### src/rtl/wpwr_pkg.sv
// ----------------------------------------------------------------------------
// wpwr_pkg
// Shared types and constants for the weighted pick block.
// ----------------------------------------------------------------------------
package wpwr_pkg;

    localparam int MAX_ENTRIES = 32;
    localparam int WEIGHT_BITS = 16;
    localparam int ID_BITS     = 8;
    localparam int IDX_BITS    = $clog2(MAX_ENTRIES);
    localparam int CNT_BITS    = 6;
    localparam int CUM_BITS    = 21;
    localparam int RND_BITS    = 31;
    localparam int RAM_BITS    = ID_BITS + CUM_BITS;

    typedef enum logic [1:0] {
        OP_CLEAR  = 2'd0,
        OP_APPEND = 2'd1,
        OP_PICK   = 2'd2,
        OP_NONE   = 2'd3
    } op_t;

    typedef enum logic [1:0] {
        ST_OK    = 2'd0,
        ST_PICK  = 2'd1,
        ST_EMPTY = 2'd2,
        ST_FULL  = 2'd3
    } status_t;

    typedef enum logic [3:0] {
        S_IDLE,
        S_APP_RD,
        S_APP_WR,
        S_TOT_RD,
        S_DIV,
        S_SRCH,
        S_SHIFT,
        S_DONE
    } state_t;

    // controller to datapath
    typedef struct packed {
        logic load;       // latch the input word
        logic rd_last;    // read entry count-1
        logic app_wr;     // write appended entry
        logic tot_load;   // load total, start remainder
        logic div_step;   // one restoring step
        logic srch_step;  // compare entry, advance
        logic shift_step; // move entry up by one
        logic cnt_clear;
        logic cnt_inc;
        logic cnt_dec;
        logic res_load;   // capture result word
        status_t res_status;
    } dp_cmd_t;

    // datapath to controller
    typedef struct packed {
        logic [1:0] op;
        logic empty;
        logic full;
        logic div_done;
        logic hit;        // remainder below current entry, or last entry
        logic shift_done;
    } dp_stat_t;

endpackage

### src/rtl/wpwr_ram.sv
// ----------------------------------------------------------------------------
// wpwr_ram
// Generic single-write, single-read RAM with registered read data.
// ----------------------------------------------------------------------------
module wpwr_ram #(
    parameter int WIDTH = 8,
    parameter int DEPTH = 32
) (
    input  logic                     aclk,
    input  logic                     we,
    input  logic [$clog2(DEPTH)-1:0] waddr,
    input  logic [WIDTH-1:0]         wdata,
    input  logic [$clog2(DEPTH)-1:0] raddr,
    output logic [WIDTH-1:0]         rdata
);
    logic [WIDTH-1:0] mem [DEPTH];

    always_ff @(posedge aclk) begin
        if (we) begin
            mem[waddr] <= wdata;
        end
        rdata <= mem[raddr];
    end
endmodule

### src/rtl/wpwr_datapath.sv
// ----------------------------------------------------------------------------
// wpwr_datapath
// Entry table, remainder unit, search and compaction registers.
// ----------------------------------------------------------------------------
module wpwr_datapath (
    input  logic                 aclk,
    input  logic                 aresetn,
    input  wpwr_pkg::dp_cmd_t    cmd,
    output wpwr_pkg::dp_stat_t   stat,
    input  logic [1:0]           in_op,
    input  logic [7:0]           in_id,
    input  logic [15:0]          in_weight,
    input  logic [30:0]          in_rnd,
    output logic [1:0]           res_status,
    output logic [7:0]           res_id,
    output logic [5:0]           res_count
);
    import wpwr_pkg::*;

    logic [1:0]            op_reg;
    logic [ID_BITS-1:0]    id_reg;
    logic [WEIGHT_BITS-1:0] w_reg;
    logic [CNT_BITS-1:0]   cnt_reg;
    logic [IDX_BITS-1:0]   idx_reg;       // search / shift position
    logic [CUM_BITS-1:0]   tot_reg;
    logic [RND_BITS-1:0]   quo_reg;       // dividend bits shifting out
    logic [CUM_BITS:0]     rem_reg;
    logic [4:0]            dstep_reg;
    logic [CUM_BITS-1:0]   base_reg;      // cumulative of previous entry
    logic [CUM_BITS-1:0]   removed_reg;
    logic [ID_BITS-1:0]    pick_reg;
    logic                  shifting_reg;
    logic [1:0]            rs_reg;
    logic [ID_BITS-1:0]    rid_reg;
    logic [CNT_BITS-1:0]   rcnt_reg;

    logic                  we;
    logic [IDX_BITS-1:0]   waddr, raddr;
    logic [RAM_BITS-1:0]   wdata, rdata;
    logic [ID_BITS-1:0]    rd_id;
    logic [CUM_BITS-1:0]   rd_cum;
    logic [CUM_BITS-1:0]   w_ext;
    logic [CUM_BITS:0]     rem_sh, rem_sub;

    assign rd_id  = rdata[RAM_BITS-1 -: ID_BITS];
    assign rd_cum = rdata[CUM_BITS-1:0];
    assign w_ext  = (w_reg == '0) ? CUM_BITS'(1) : CUM_BITS'(w_reg);

    wpwr_ram #(.WIDTH(RAM_BITS), .DEPTH(MAX_ENTRIES)) u_ram (
        .aclk (aclk), .we (we), .waddr (waddr), .wdata (wdata),
        .raddr (raddr), .rdata (rdata)
    );

    // read address: idx by default; count-1 for last entry; idx+1 while
    // searching so data for idx is ready each step; idx+2 while shifting
    always_comb begin
        raddr = idx_reg;
        if (cmd.rd_last) begin
            raddr = cnt_reg[IDX_BITS-1:0] - IDX_BITS'(1);
        end
        if (cmd.srch_step) begin
            raddr = idx_reg + IDX_BITS'(1);
        end
        if (cmd.shift_step) begin
            raddr = idx_reg + IDX_BITS'(2);
        end
        we    = 1'b0;
        waddr = idx_reg;
        wdata = {rd_id, rd_cum - removed_reg};
        if (cmd.app_wr) begin
            we    = 1'b1;
            waddr = cnt_reg[IDX_BITS-1:0];
            wdata = {id_reg, ((cnt_reg == '0) ? '0 : rd_cum) + w_ext};
        end else if (cmd.shift_step && shifting_reg) begin
            we = 1'b1;
        end
    end

    assign rem_sh  = {rem_reg[CUM_BITS-1:0], quo_reg[RND_BITS-1]};
    assign rem_sub = rem_sh - {1'b0, tot_reg};

    always_ff @(posedge aclk) begin
        if (!aresetn) begin
            cnt_reg <= '0;
        end else if (cmd.cnt_clear) begin
            cnt_reg <= '0;
        end else if (cmd.cnt_inc) begin
            cnt_reg <= cnt_reg + CNT_BITS'(1);
        end else if (cmd.cnt_dec) begin
            cnt_reg <= cnt_reg - CNT_BITS'(1);
        end
    end

    always_ff @(posedge aclk) begin
        if (cmd.load) begin
            op_reg <= in_op;
            id_reg <= in_id;
            w_reg  <= in_weight;
            quo_reg <= in_rnd;
            idx_reg <= '0;
            base_reg <= '0;
            shifting_reg <= 1'b0;
        end
        if (cmd.tot_load) begin
            tot_reg   <= (rd_cum == '0) ? CUM_BITS'(1) : rd_cum;
            rem_reg   <= '0;
            dstep_reg <= '0;
        end
        if (cmd.div_step) begin
            rem_reg   <= rem_sub[CUM_BITS] ? rem_sh : rem_sub;
            quo_reg   <= {quo_reg[RND_BITS-2:0], 1'b0};
            dstep_reg <= dstep_reg + 5'd1;
        end
        if (cmd.srch_step) begin
            if (stat.hit) begin
                pick_reg     <= rd_id;
                removed_reg  <= rd_cum - base_reg;
                shifting_reg <= 1'b1;
            end else begin
                base_reg <= rd_cum;
                idx_reg  <= idx_reg + IDX_BITS'(1);
            end
        end
        if (cmd.shift_step && shifting_reg) begin
            idx_reg <= idx_reg + IDX_BITS'(1);
        end
        if (cmd.res_load) begin
            rs_reg   <= cmd.res_status;
            rid_reg  <= (cmd.res_status == ST_PICK) ? pick_reg : '0;
            // count as it stands after this word
            rcnt_reg <= cmd.cnt_clear ? '0 :
                        cmd.cnt_inc   ? cnt_reg + CNT_BITS'(1) :
                        cmd.cnt_dec   ? cnt_reg - CNT_BITS'(1) : cnt_reg;
        end
    end

    // shift: write at idx the entry read from idx+1 (read issued in the previous cycle)
    assign stat.op         = op_reg;
    assign stat.empty      = (cnt_reg == '0);
    assign stat.full       = (cnt_reg >= CNT_BITS'(MAX_ENTRIES));
    assign stat.div_done   = (dstep_reg == 5'(RND_BITS - 1)) && cmd.div_step;
    assign stat.hit        = (rem_reg[CUM_BITS-1:0] < rd_cum) ||
                             ({1'b0, idx_reg} == cnt_reg - CNT_BITS'(1));
    assign stat.shift_done = ({1'b0, idx_reg} + CNT_BITS'(1) >= cnt_reg - CNT_BITS'(1));

    assign res_status = rs_reg;
    assign res_id     = rid_reg;
    assign res_count  = rcnt_reg;
endmodule

### src/rtl/wpwr_ctrl.sv
// ----------------------------------------------------------------------------
// wpwr_ctrl
// Sequencer for clear, append and pick operations.
// ----------------------------------------------------------------------------
module wpwr_ctrl (
    input  logic                aclk,
    input  logic                aresetn,
    input  logic                in_valid,
    output logic                in_ready,
    output logic                out_valid,
    input  logic                out_ready,
    output wpwr_pkg::dp_cmd_t   cmd,
    input  wpwr_pkg::dp_stat_t  stat
);
    import wpwr_pkg::*;

    state_t state_reg, state_next;
    logic   valid_reg, valid_next;
    logic   first_reg;   // first search cycle waits for read data

    assign in_ready  = (state_reg == S_IDLE) && !valid_reg;
    assign out_valid = valid_reg;

    always_comb begin
        state_next = state_reg;
        unique case (state_reg)
            S_IDLE:   if (in_valid && in_ready) state_next = S_DONE;
            S_DONE: begin
                unique case (stat.op)
                    OP_APPEND: state_next = stat.full ? S_IDLE : S_APP_RD;
                    OP_PICK:   state_next = stat.empty ? S_IDLE : S_TOT_RD;
                    default:   state_next = S_IDLE;
                endcase
            end
            S_APP_RD: state_next = S_APP_WR;
            S_APP_WR: state_next = S_IDLE;
            S_TOT_RD: state_next = S_DIV;
            S_DIV:    if (stat.div_done) state_next = S_SRCH;
            S_SRCH:   if (!first_reg && stat.hit) state_next = S_SHIFT;
            S_SHIFT:  if (stat.shift_done) state_next = S_IDLE;
            default:  state_next = S_IDLE;
        endcase
    end

    always_comb begin
        cmd = '0;
        cmd.res_status = ST_OK;
        valid_next = valid_reg && !out_ready;
        unique case (state_reg)
            S_IDLE: cmd.load = in_valid && in_ready;
            S_DONE: begin
                cmd.rd_last = 1'b1;
                unique case (stat.op)
                    OP_CLEAR: begin
                        cmd.cnt_clear = 1'b1;
                        cmd.res_load = 1'b1;
                        valid_next = 1'b1;
                    end
                    OP_APPEND: if (stat.full) begin
                        cmd.res_load = 1'b1;
                        cmd.res_status = ST_FULL;
                        valid_next = 1'b1;
                    end
                    OP_PICK: if (stat.empty) begin
                        cmd.res_load = 1'b1;
                        cmd.res_status = ST_EMPTY;
                        valid_next = 1'b1;
                    end
                    default: begin
                        cmd.res_load = 1'b1;
                        valid_next = 1'b1;
                    end
                endcase
            end
            S_APP_RD: cmd.rd_last = 1'b1;
            S_APP_WR: begin
                cmd.app_wr   = 1'b1;
                cmd.cnt_inc  = 1'b1;
                cmd.res_load = 1'b1;
                valid_next   = 1'b1;
            end
            S_TOT_RD: cmd.tot_load = 1'b1;
            S_DIV:    cmd.div_step = 1'b1;
            S_SRCH:   cmd.srch_step = !first_reg;
            S_SHIFT: begin
                cmd.shift_step = 1'b1;
                if (stat.shift_done) begin
                    cmd.cnt_dec = 1'b1;
                    cmd.res_load = 1'b1;
                    cmd.res_status = ST_PICK;
                    valid_next = 1'b1;
                end
            end
            default: ;
        endcase
    end

    always_ff @(posedge aclk) begin
        if (!aresetn) begin
            state_reg <= S_IDLE;
            valid_reg <= 1'b0;
            first_reg <= 1'b0;
        end else begin
            state_reg <= state_next;
            valid_reg <= valid_next;
            first_reg <= (state_reg != S_SRCH) || (state_next == S_SHIFT);
        end
    end
endmodule

### src/rtl/weighted_pick_without_replacement.sv
// ----------------------------------------------------------------------------
// weighted_pick_without_replacement
// Weighted pick without replacement over a cumulative weight table.
// ----------------------------------------------------------------------------
// Sequence (accepting edge to m_tvalid): clear, unused opcode, full append and
//   empty pick answer from the decode state; append reads the last entry, then
//   writes; pick loads the total, forms the remainder, searches and compacts.
// Handshake: one word at a time; the next word is taken in the cycle after
//   the result handshake.
// Reset: aresetn (sync, low) empties the table and drops any pending result.
// ----------------------------------------------------------------------------
module weighted_pick_without_replacement (
    input  logic        aclk,
    input  logic        aresetn,
    input  logic        s_tvalid,
    output logic        s_tready,
    input  logic [55:0] s_tdata,  // entry_id[7:0], weight[23:8], random_value[54:24]
    input  logic [1:0]  s_tuser,  // opcode[1:0]
    output logic        m_tvalid,
    input  logic        m_tready,
    output logic [15:0] m_tdata,  // picked_id[7:0], remaining_count[13:8]
    output logic [1:0]  m_tuser   // status[1:0]
);
    import wpwr_pkg::*;

    dp_cmd_t  cmd;
    dp_stat_t stat;
    logic [1:0] rs;
    logic [7:0] rid;
    logic [5:0] rc;

    wpwr_ctrl u_ctrl (
        .aclk (aclk), .aresetn (aresetn),
        .in_valid (s_tvalid), .in_ready (s_tready),
        .out_valid (m_tvalid), .out_ready (m_tready),
        .cmd (cmd), .stat (stat)
    );

    wpwr_datapath u_dp (
        .aclk (aclk), .aresetn (aresetn), .cmd (cmd), .stat (stat),
        .in_op (s_tuser), .in_id (s_tdata[7:0]),
        .in_weight (s_tdata[23:8]), .in_rnd (s_tdata[54:24]),
        .res_status (rs), .res_id (rid), .res_count (rc)
    );

    assign m_tdata = {2'b00, rc, rid};
    assign m_tuser = rs;

    a_count_max: assert property (@(posedge aclk) disable iff (!aresetn)
        m_tvalid |-> m_tdata[13:8] <= 6'd32) else $error("count overflow");
    a_ready_excl: assert property (@(posedge aclk) disable iff (!aresetn)
        m_tvalid |-> !s_tready) else $error("accept while result pending");
    a_pick_id: assert property (@(posedge aclk) disable iff (!aresetn)
        (m_tvalid && m_tuser != ST_PICK) |-> m_tdata[7:0] == 8'd0)
        else $error("id on non-pick result");
endmodule

### config.mk
export PLATFORM = sky130hd
export DESIGN_NAME = weighted_pick_without_replacement
export DESIGN_NICKNAME = d
export VERILOG_FILES = /design/src/rtl/wpwr_pkg.sv /design/src/rtl/wpwr_ram.sv /design/src/rtl/wpwr_datapath.sv /design/src/rtl/wpwr_ctrl.sv /design/src/rtl/weighted_pick_without_replacement.sv
export SDC_FILE = /design/constraint.sdc
export NUM_CORES = 2
export LEC_CHECK = 0
export BUFFER_PORTS_ARGS = -buffer_cell sky130_fd_sc_hd__buf_2
export CAP_MARGIN = 20
export CORE_ASPECT_RATIO = 1.25
export CORE_MARGIN = 2
export CORE_UTILIZATION = 38
export DETAILED_ROUTE_END_ITERATION = 10
export PLACE_DENSITY = 0.65
export SLEW_MARGIN = 20
export SYNTH_ARGS = -nofsm -noshare
export SYNTH_HDL_FRONTEND = slang
export SYNTH_HIERARCHICAL = 1
export SYNTH_SLANG_ARGS = --single-unit
### constraint.sdc
create_clock -name aclk -period 4.8 [get_ports aclk]
set_input_delay 0 -clock aclk [delete_from_list [all_inputs] [get_ports aclk]]
set_output_delay 0 -clock aclk [all_outputs]
set_load 0.03 [all_outputs]
## Yosys cells after proc, flatten, opt, wreduce, memory -nomap -nowiden

Memories as Yosys holds them, arrays and structs flattened. A register that Yosys moved wholly into a read port is not among the register bits.
Index checks and enable logic that the tools add are counted.

| word-level totals | value |
|---|---|
| register bits | 188 |
| bits in latches | 0 |
| bits in writable memories | 928 |
| bits in read-only memories | 0 |
| input port bits | 62 |
| output and inout port bits | 20 |
| memories kept | 1 |

Memory list:

| memory | words | width | read ports | clocked after memory_dff | wr ports | line | text |
|---|---|---|---|---|---|---|---|
| u_dp.u_ram.mem | 32 | 29 | 1 | 1 | 1 | wpwr_ram.sv:16 | `logic [WIDTH-1:0] mem [DEPTH];` |

| operators by class | value |
|---|---|
| $add $sub $neg | 11 |
| $mul | 0 |
| divide/modulo/power cells | 0 |
| magnitude comparators | 3 |
| equal/unequal tests | 14 |
| shift operators | 0 |
| mux-type cells | 61 |
| bitwise gates (word level) | 0 |
| reductions and logical operators | 20 |

Operators with widths:

| cell | number |
|---|---|
| 2-to-1 mux 21 bit | 7 |
| 2-to-1 mux 31 bit | 2 |
| 2-to-1 mux 5 bit | 10 |
| subtractor 21 bit | 2 |
| 2-to-1 mux 29 bit | 1 |
| one-hot mux 4 bit (7 select lines) | 1 |
| subtractor 22 x 21 -> 22 bit | 1 |
| adder 21 bit | 1 |
| logical NOT 21 bit | 1 |
| less-than comparator 21 bit | 1 |
| 2-to-1 mux 1 bit | 21 |
| == test 4 x 3 -> 1 bit, second input constant | 5 |
| 2-to-1 mux 4 bit | 5 |
| 2-to-1 mux 6 bit | 3 |
| logical NOT 16 bit | 1 |
| 2-to-1 mux 16 bit | 1 |
| adder 5 x 1 -> 5 bit, second input constant | 2 |
| == test 4 x 2 -> 1 bit, second input constant | 2 |
| one-hot mux 2 bit (2 select lines) | 2 |
| one-hot mux 4 bit (2 select lines) | 1 |
| adder 5 x 1 -> 6 bit, second input constant | 1 |
| adder 6 x 1 -> 6 bit, second input constant | 1 |
| == test 5 x 6 -> 1 bit | 1 |
| greater-or-equal comparator 6 bit | 1 |
| other kinds (22) | 35 |

## Longest topological paths before layout

| depth | value |
|---|---|
| depth in word-level cells | 8 |
| mapped depth | 19 |

## Hierarchy

The synthesis kept the hierarchy.

By module, submodules not included:

| module | times used | cells an instance | area an instance (um^2) | sequential area each (um^2) |
|---|---|---|---|---|
| wpwr_ram | 1 | 2054 | 36867.9 | 28447.3 |
| wpwr_datapath | 1 | 1205 | 12009.0 | 5124.9 |
| wpwr_ctrl | 1 | 65 | 525.5 | 120.1 |
| weighted_pick_without_replacement | 1 | 3 | 18.8 | 0.0 |

## Worst setup path after synthesis

OpenSTA, ideal clock, no wires.

| timing | value |
|---|---|
| kind | reg-to-reg |
| from | reg u_dp.cnt_reg[0] |
| to | mem u_dp/u_ram/mem[0][12] (netlist name), data pin |
| library setup time | 0.385 ns |
| data arrival time | 4.512 ns |
| setup slack | -0.097 ns |
| stages on the path, launching flop included | 20 |
| path through | dfxtp_1 > inv_1 > ha_1 > nand2_1 > or3_1 > clkbuf_1 > clkinv_1 > buf_1 > nor2_1 > ha_1 > fa_1 > a21o_1 > a21oi_1 > o21ai_0 > a31oi_1 > o22ai_1 > o21a_1 > nor2_1 > xor2_1 > mux2i_1 |

RTL lines:

| element | line | text |
|---|---|---|
| from (decl) | wpwr_datapath.sv:23 | `logic [CNT_BITS-1:0] cnt_reg;` |
| from (signal assigned) | wpwr_datapath.sv:88 | `cnt_reg <= cnt_reg + CNT_BITS'(1);` |
| from (signal assigned) | wpwr_datapath.sv:90 | `cnt_reg <= cnt_reg - CNT_BITS'(1);` |
| to (decl) | wpwr_ram.sv:16 |  |

==> results summary <==
The count of synthesis-stage warnings from yosys came out at 6. Using the TritonRoute via totals, the vias-per-cell ratio works out to 5.29. Once layout is complete, the cells apart from fillers number 5354. The data arrival time of the critical path is a little under 5000 ps. Entering global routing, the biggest net connects 57 pins.

Measured along the x axis, the die boundary spans 327 um. The startpoint identified for the worst register-to-register timing path is u_dp/cnt_reg[0]$_SDFF_PN0_. The worst slew margin relative to its limit came out at 40.3%. The critical path goes through inv_1 > ha_1 > nand2_1 > or3_4 > clkinvlp_4 > nor2_1 > ha_1 > fa_1 > a21o_1 > a21oi_1 > o21ai_0 > a31oi_1 > o22ai_1 > o2111ai_1 > buf_4 > a21oi_1 > mux2i_2 > o21ai_2.

The total number of clock tree sinks came out at 1145. The largest voltage drop on the vdd net is roughly 320 uV. From synthesis to final layout, the design area changed by 15.5%. In this run, distinct cell masters in the synthesized netlist total 79. The number of antenna violations at the first check in global routing was 0. Input and output buffers added on the ports amount to 78. Clock-pin slew was measured on the worst setup and hold paths at 70 ps. The total routing usage reported by global routing came out at between 10% and 20%. For this run, the share of the core covered by cells in the final layout is 44.3%.

The run finished with clean final reports. The number of buffers between clock root and the deepest sink came out at 3. In the layout the commonest cells are 1076 x edfxtp_1, 485 x mux2i_1, 160 x nand2_1, 150 x a21oi_1, 127 x buf_4. The final count of pins violating max slew is 0. The leakage component of the power came out at 18.7 nW. The number of instances in the synthesized netlist came out at around 3300.

The adder and majority cell fraction of the synthesized area is 3.00%. The final wirelength is 118000 um. The worst setup path is captured at a register. The beginning of the worst hold path is s_tvalid. The overall overflow remaining after global route is 0. The count of state elements after synthesis is 1145.

TritonCTS built the clock tree. The number of nets at the end of the flow came out at 3731. The total count of hold-check failures in the final report is 0. Setup slack on the worst reg-to-reg path comes out at 330 ps.

Dividing the final minimum period by the clock period gives between 90 and 100%. The reg-to-reg critical path endpoint is u_dp/u_ram/mem[14][20]$_DFFE_PP_. The congestion estimate from routability-driven global placement came to 0.832. The worst clock skew is around 34 ps. By area, the combinational part of the netlist is dominated by multiplexers. Once the floorplan was initialized, standard cells occupied 38.4% of the core. The cell total after placement is slightly above 5000. The number of standard-cell rows in the floorplan came out at 147.

The biggest fanout along the worst timing path is 16. The height of the die came out at 407 um. Before CTS, the worst setup slack after placement is 91.6 ps. The least setup slack across all paths after layout came out at between 300 and 400 ps. The area of the die is 133000 sq um.

The dominant register cell in the synthesized netlist is edfxtp_1. Detailed routing inserted a total of 28346 vias. The number of levels the H-tree was split into came out at 3. The startpoint kind of the worst setup timing path is a register. Tracing the worst setup path back leads to its startpoint at u_dp/cnt_reg[0]$_SDFF_PN0_. The async set or reset register ratio after synthesis is 0%. The share of layout cells above drive strength 1 is 13.5%. The clock insertion delay at the later pin of the skew report came out at approximately 710 ps. The area of the core is about 130000 sq um. The depth of the worst register-to-register path is 18. CTS placed an instance of clkbuf_16 at the clock tree root.

The number of stages on the worst hold path came out at 2. The I/O pin total came out at around 80. The area of all placed cells without fillers came out at 57100 sq um. The multiplexer share of the synthesized area is 10.3%. The detailed placement HPWL came out at between 70000 and 80000 um. The slew of the pin with the lowest slew margin came out at 893 ps. In the routed design, unresolved DRC markers number 0. Clock tree synthesis inserted a total of just over 100 buffers. Setup repair after global routing left no endpoint under its margin.

The synthesized area per cell is 14.9 sq um. For hold timing, the worst endpoint is u_dp/op_reg[1]$_DFFE_PP_. The first detailed-routing pass took 5 iterations. Leaving out fill and tap cells, the most frequent cell in the layout is edfxtp_1. Power spread over the standard cell area amounts to ~370 nW/um^2. The flip-flop count of the largest register after layout is 928. The total negative slack for setup checks came out at 0 ps. In this run the worst hold path is classified as input port to register. For the worst setup path, the data required time is 5160 ps. The xor/xnor share of the synthesized area is 1.49%.

The via count of the first global-routing pass came out at 28580. The post-synthesis instance area came out at 49400 sq um. The simple-gate area share of the yosys netlist came out at 5.84%.

The delay contributed by the slowest stage of the critical path came out at 410 ps. The compound-gate portion of the synthesized area is under 10%. After detailed routing, the average wire length per cell comes to between 20 and 25 um. Summing all placed instances gives a cell area of 52700 sq um. The global-route wire length before repair came out at 176000 um. The standard cell with the maximum stage delay on the critical path is fa_1. The final critical-path required period is ~4500 ps.

The count of nets left with antenna violations once routing finished came out at 0. The share of the Yosys chip area taken by registers is between 60% and 70%. The type of the worst setup path is register to register. The count of endpoints failing setup in the final report came out at 0. The number of enable flip-flop cells after synthesis is 1076.

After the first detailed-routing iteration, the DRC count stood at 2097. The number of max-cap violations came out at 0. The achievable frequency came out at 0.224 GHz.
## area by class of cell
type | count | area, sq um
Sequential cell | 1145 | 33700
Clock inverter | 58 | 706
Timing Repair Buffer | 316 | 2750
Clock buffer | 134 | 2780
Tap cell | 1713 | 2140
Antenna cell | 1 | 2.50
Inverter | 108 | 409
Multi-Input combinational cell | 1879 | 14600
Fill cell | 11292 | 71700
## report_power, final
part / total, mW / leakage (nW) / switching (mW) / internal, mW
Combinational: 1.11 / 6.71 / 0.738 / 0.373
Clock: 8.50 / 1.67 / 3.69 / 4.81
Sequential: 11.2 / 10.3 / 0.0545 / 11.2
## worst max-delay path by stage
stage	end
finish	u_dp/u_ram/mem[14][20]$_DFFE_PP_
global route	u_dp/u_ram/mem[11][20]$_DFFE_PP_
CTS	u_dp/u_ram/mem[5][19]$_DFFE_PP_
detailed placement	u_dp/u_ram/mem[4][19]$_DFFE_PP_
global placement	u_dp/u_ram/mem[2][17]$_DFFE_PP_
floorplan	u_dp/u_ram/mem[0][20]$_DFFE_PP_
## critical path, delay by kind of cell (launching register included)
family,cells,cell delay [ps]
AO/OA/AOI/OAI,8,1500
adder cells (fa/ha/maj),3,850
AND/OR/NAND/NOR,3,570
buffers and inverters,3,500
flip-flops,1,360
multiplexers,1,330
## synth_stat cells (all sizes together), types with 4 or more instances
cell | instances | area share [%]
edfxtp | 1076 | 65
mux2i | 487 | 9.9
nand2 | 160 | 1.2
a21oi | 157 | 1.6
nand3 | 114 | 1.2
ha | 112 | 2.8
nor2 | 112 | 0.87
inv | 107 | 0.81
buf | 100 | 1.6
clkbuf | 97 | 0.77
a22oi | 89 | 1.4
a22o | 87 | 1.5
dfxtp | 69 | 2.8
o21ai | 58 | 0.59
xnor2 | 54 | 0.96
nor3 | 51 | 0.53
a31oi | 46 | 0.61
nor2b | 43 | 0.54
a21o | 35 | 0.53
and2 | 30 | 0.38
xor2 | 28 | 0.53
o31ai | 21 | 0.32
nand2b | 20 | 0.25
o21a | 20 | 0.30
mux2 | 17 | 0.39
a211oi | 13 | 0.21
or3 | 12 | 0.15
and3 | 10 | 0.14
nor4 | 10 | 0.13
nand3b | 8 | 0.12
nand4 | 8 | 0.10
o21bai | 7 | 0.11
a21boi | 6 | 0.091
a221oi | 6 | 0.11
o2111ai | 5 | 0.089
or2 | 5 | 0.063
a2111oi | 4 | 0.11
fa | 4 | 0.16
o211ai | 4 | 0.071
o22ai | 4 | 0.051
## stage by stage
step	hold WS [ps]	power, mW
4_1_cts	11.3	21.0
5_1_grt	47.6	21.5
3_3_place_gp	177	12.5
2_1_floorplan	98.9	12.1
3_5_place_dp	178	12.5
6_report	72.0	20.9
## cells by family after synthesis
kind of cell | after synthesis
AOI/OAI and AO/OA | 579
xor gates and xnor gates | 82
adders and majority gates | 116
buffers and inverters | 305
DFF | 1145
muxes | 504
other | 2
and+or+nand+nor | 594
## repair_timing
action / CTS / global route
gates resized for setup: 0 / 5
setup buffers: 0 / 1
hold endpoints to repair: 68 / 0
setup endpoints to repair: 0 / 96
hold buffers: 82 / 0
## metal layers
| layer | global-route usage [%] | part of all wire [%] | up-vias |
|---|---|---|---|
| met5 | 0 | 0 | - |
| met3 | 2.02 | 3.9 | 183 |
| li1 | - | - | 13191 |
| met2 | 31.5 | 52 | 657 |
| met1 | 21.2 | 41 | 14315 |
| met4 | 5.77 | 2.9 | 0 |
(Power assumes the default switching activity.)
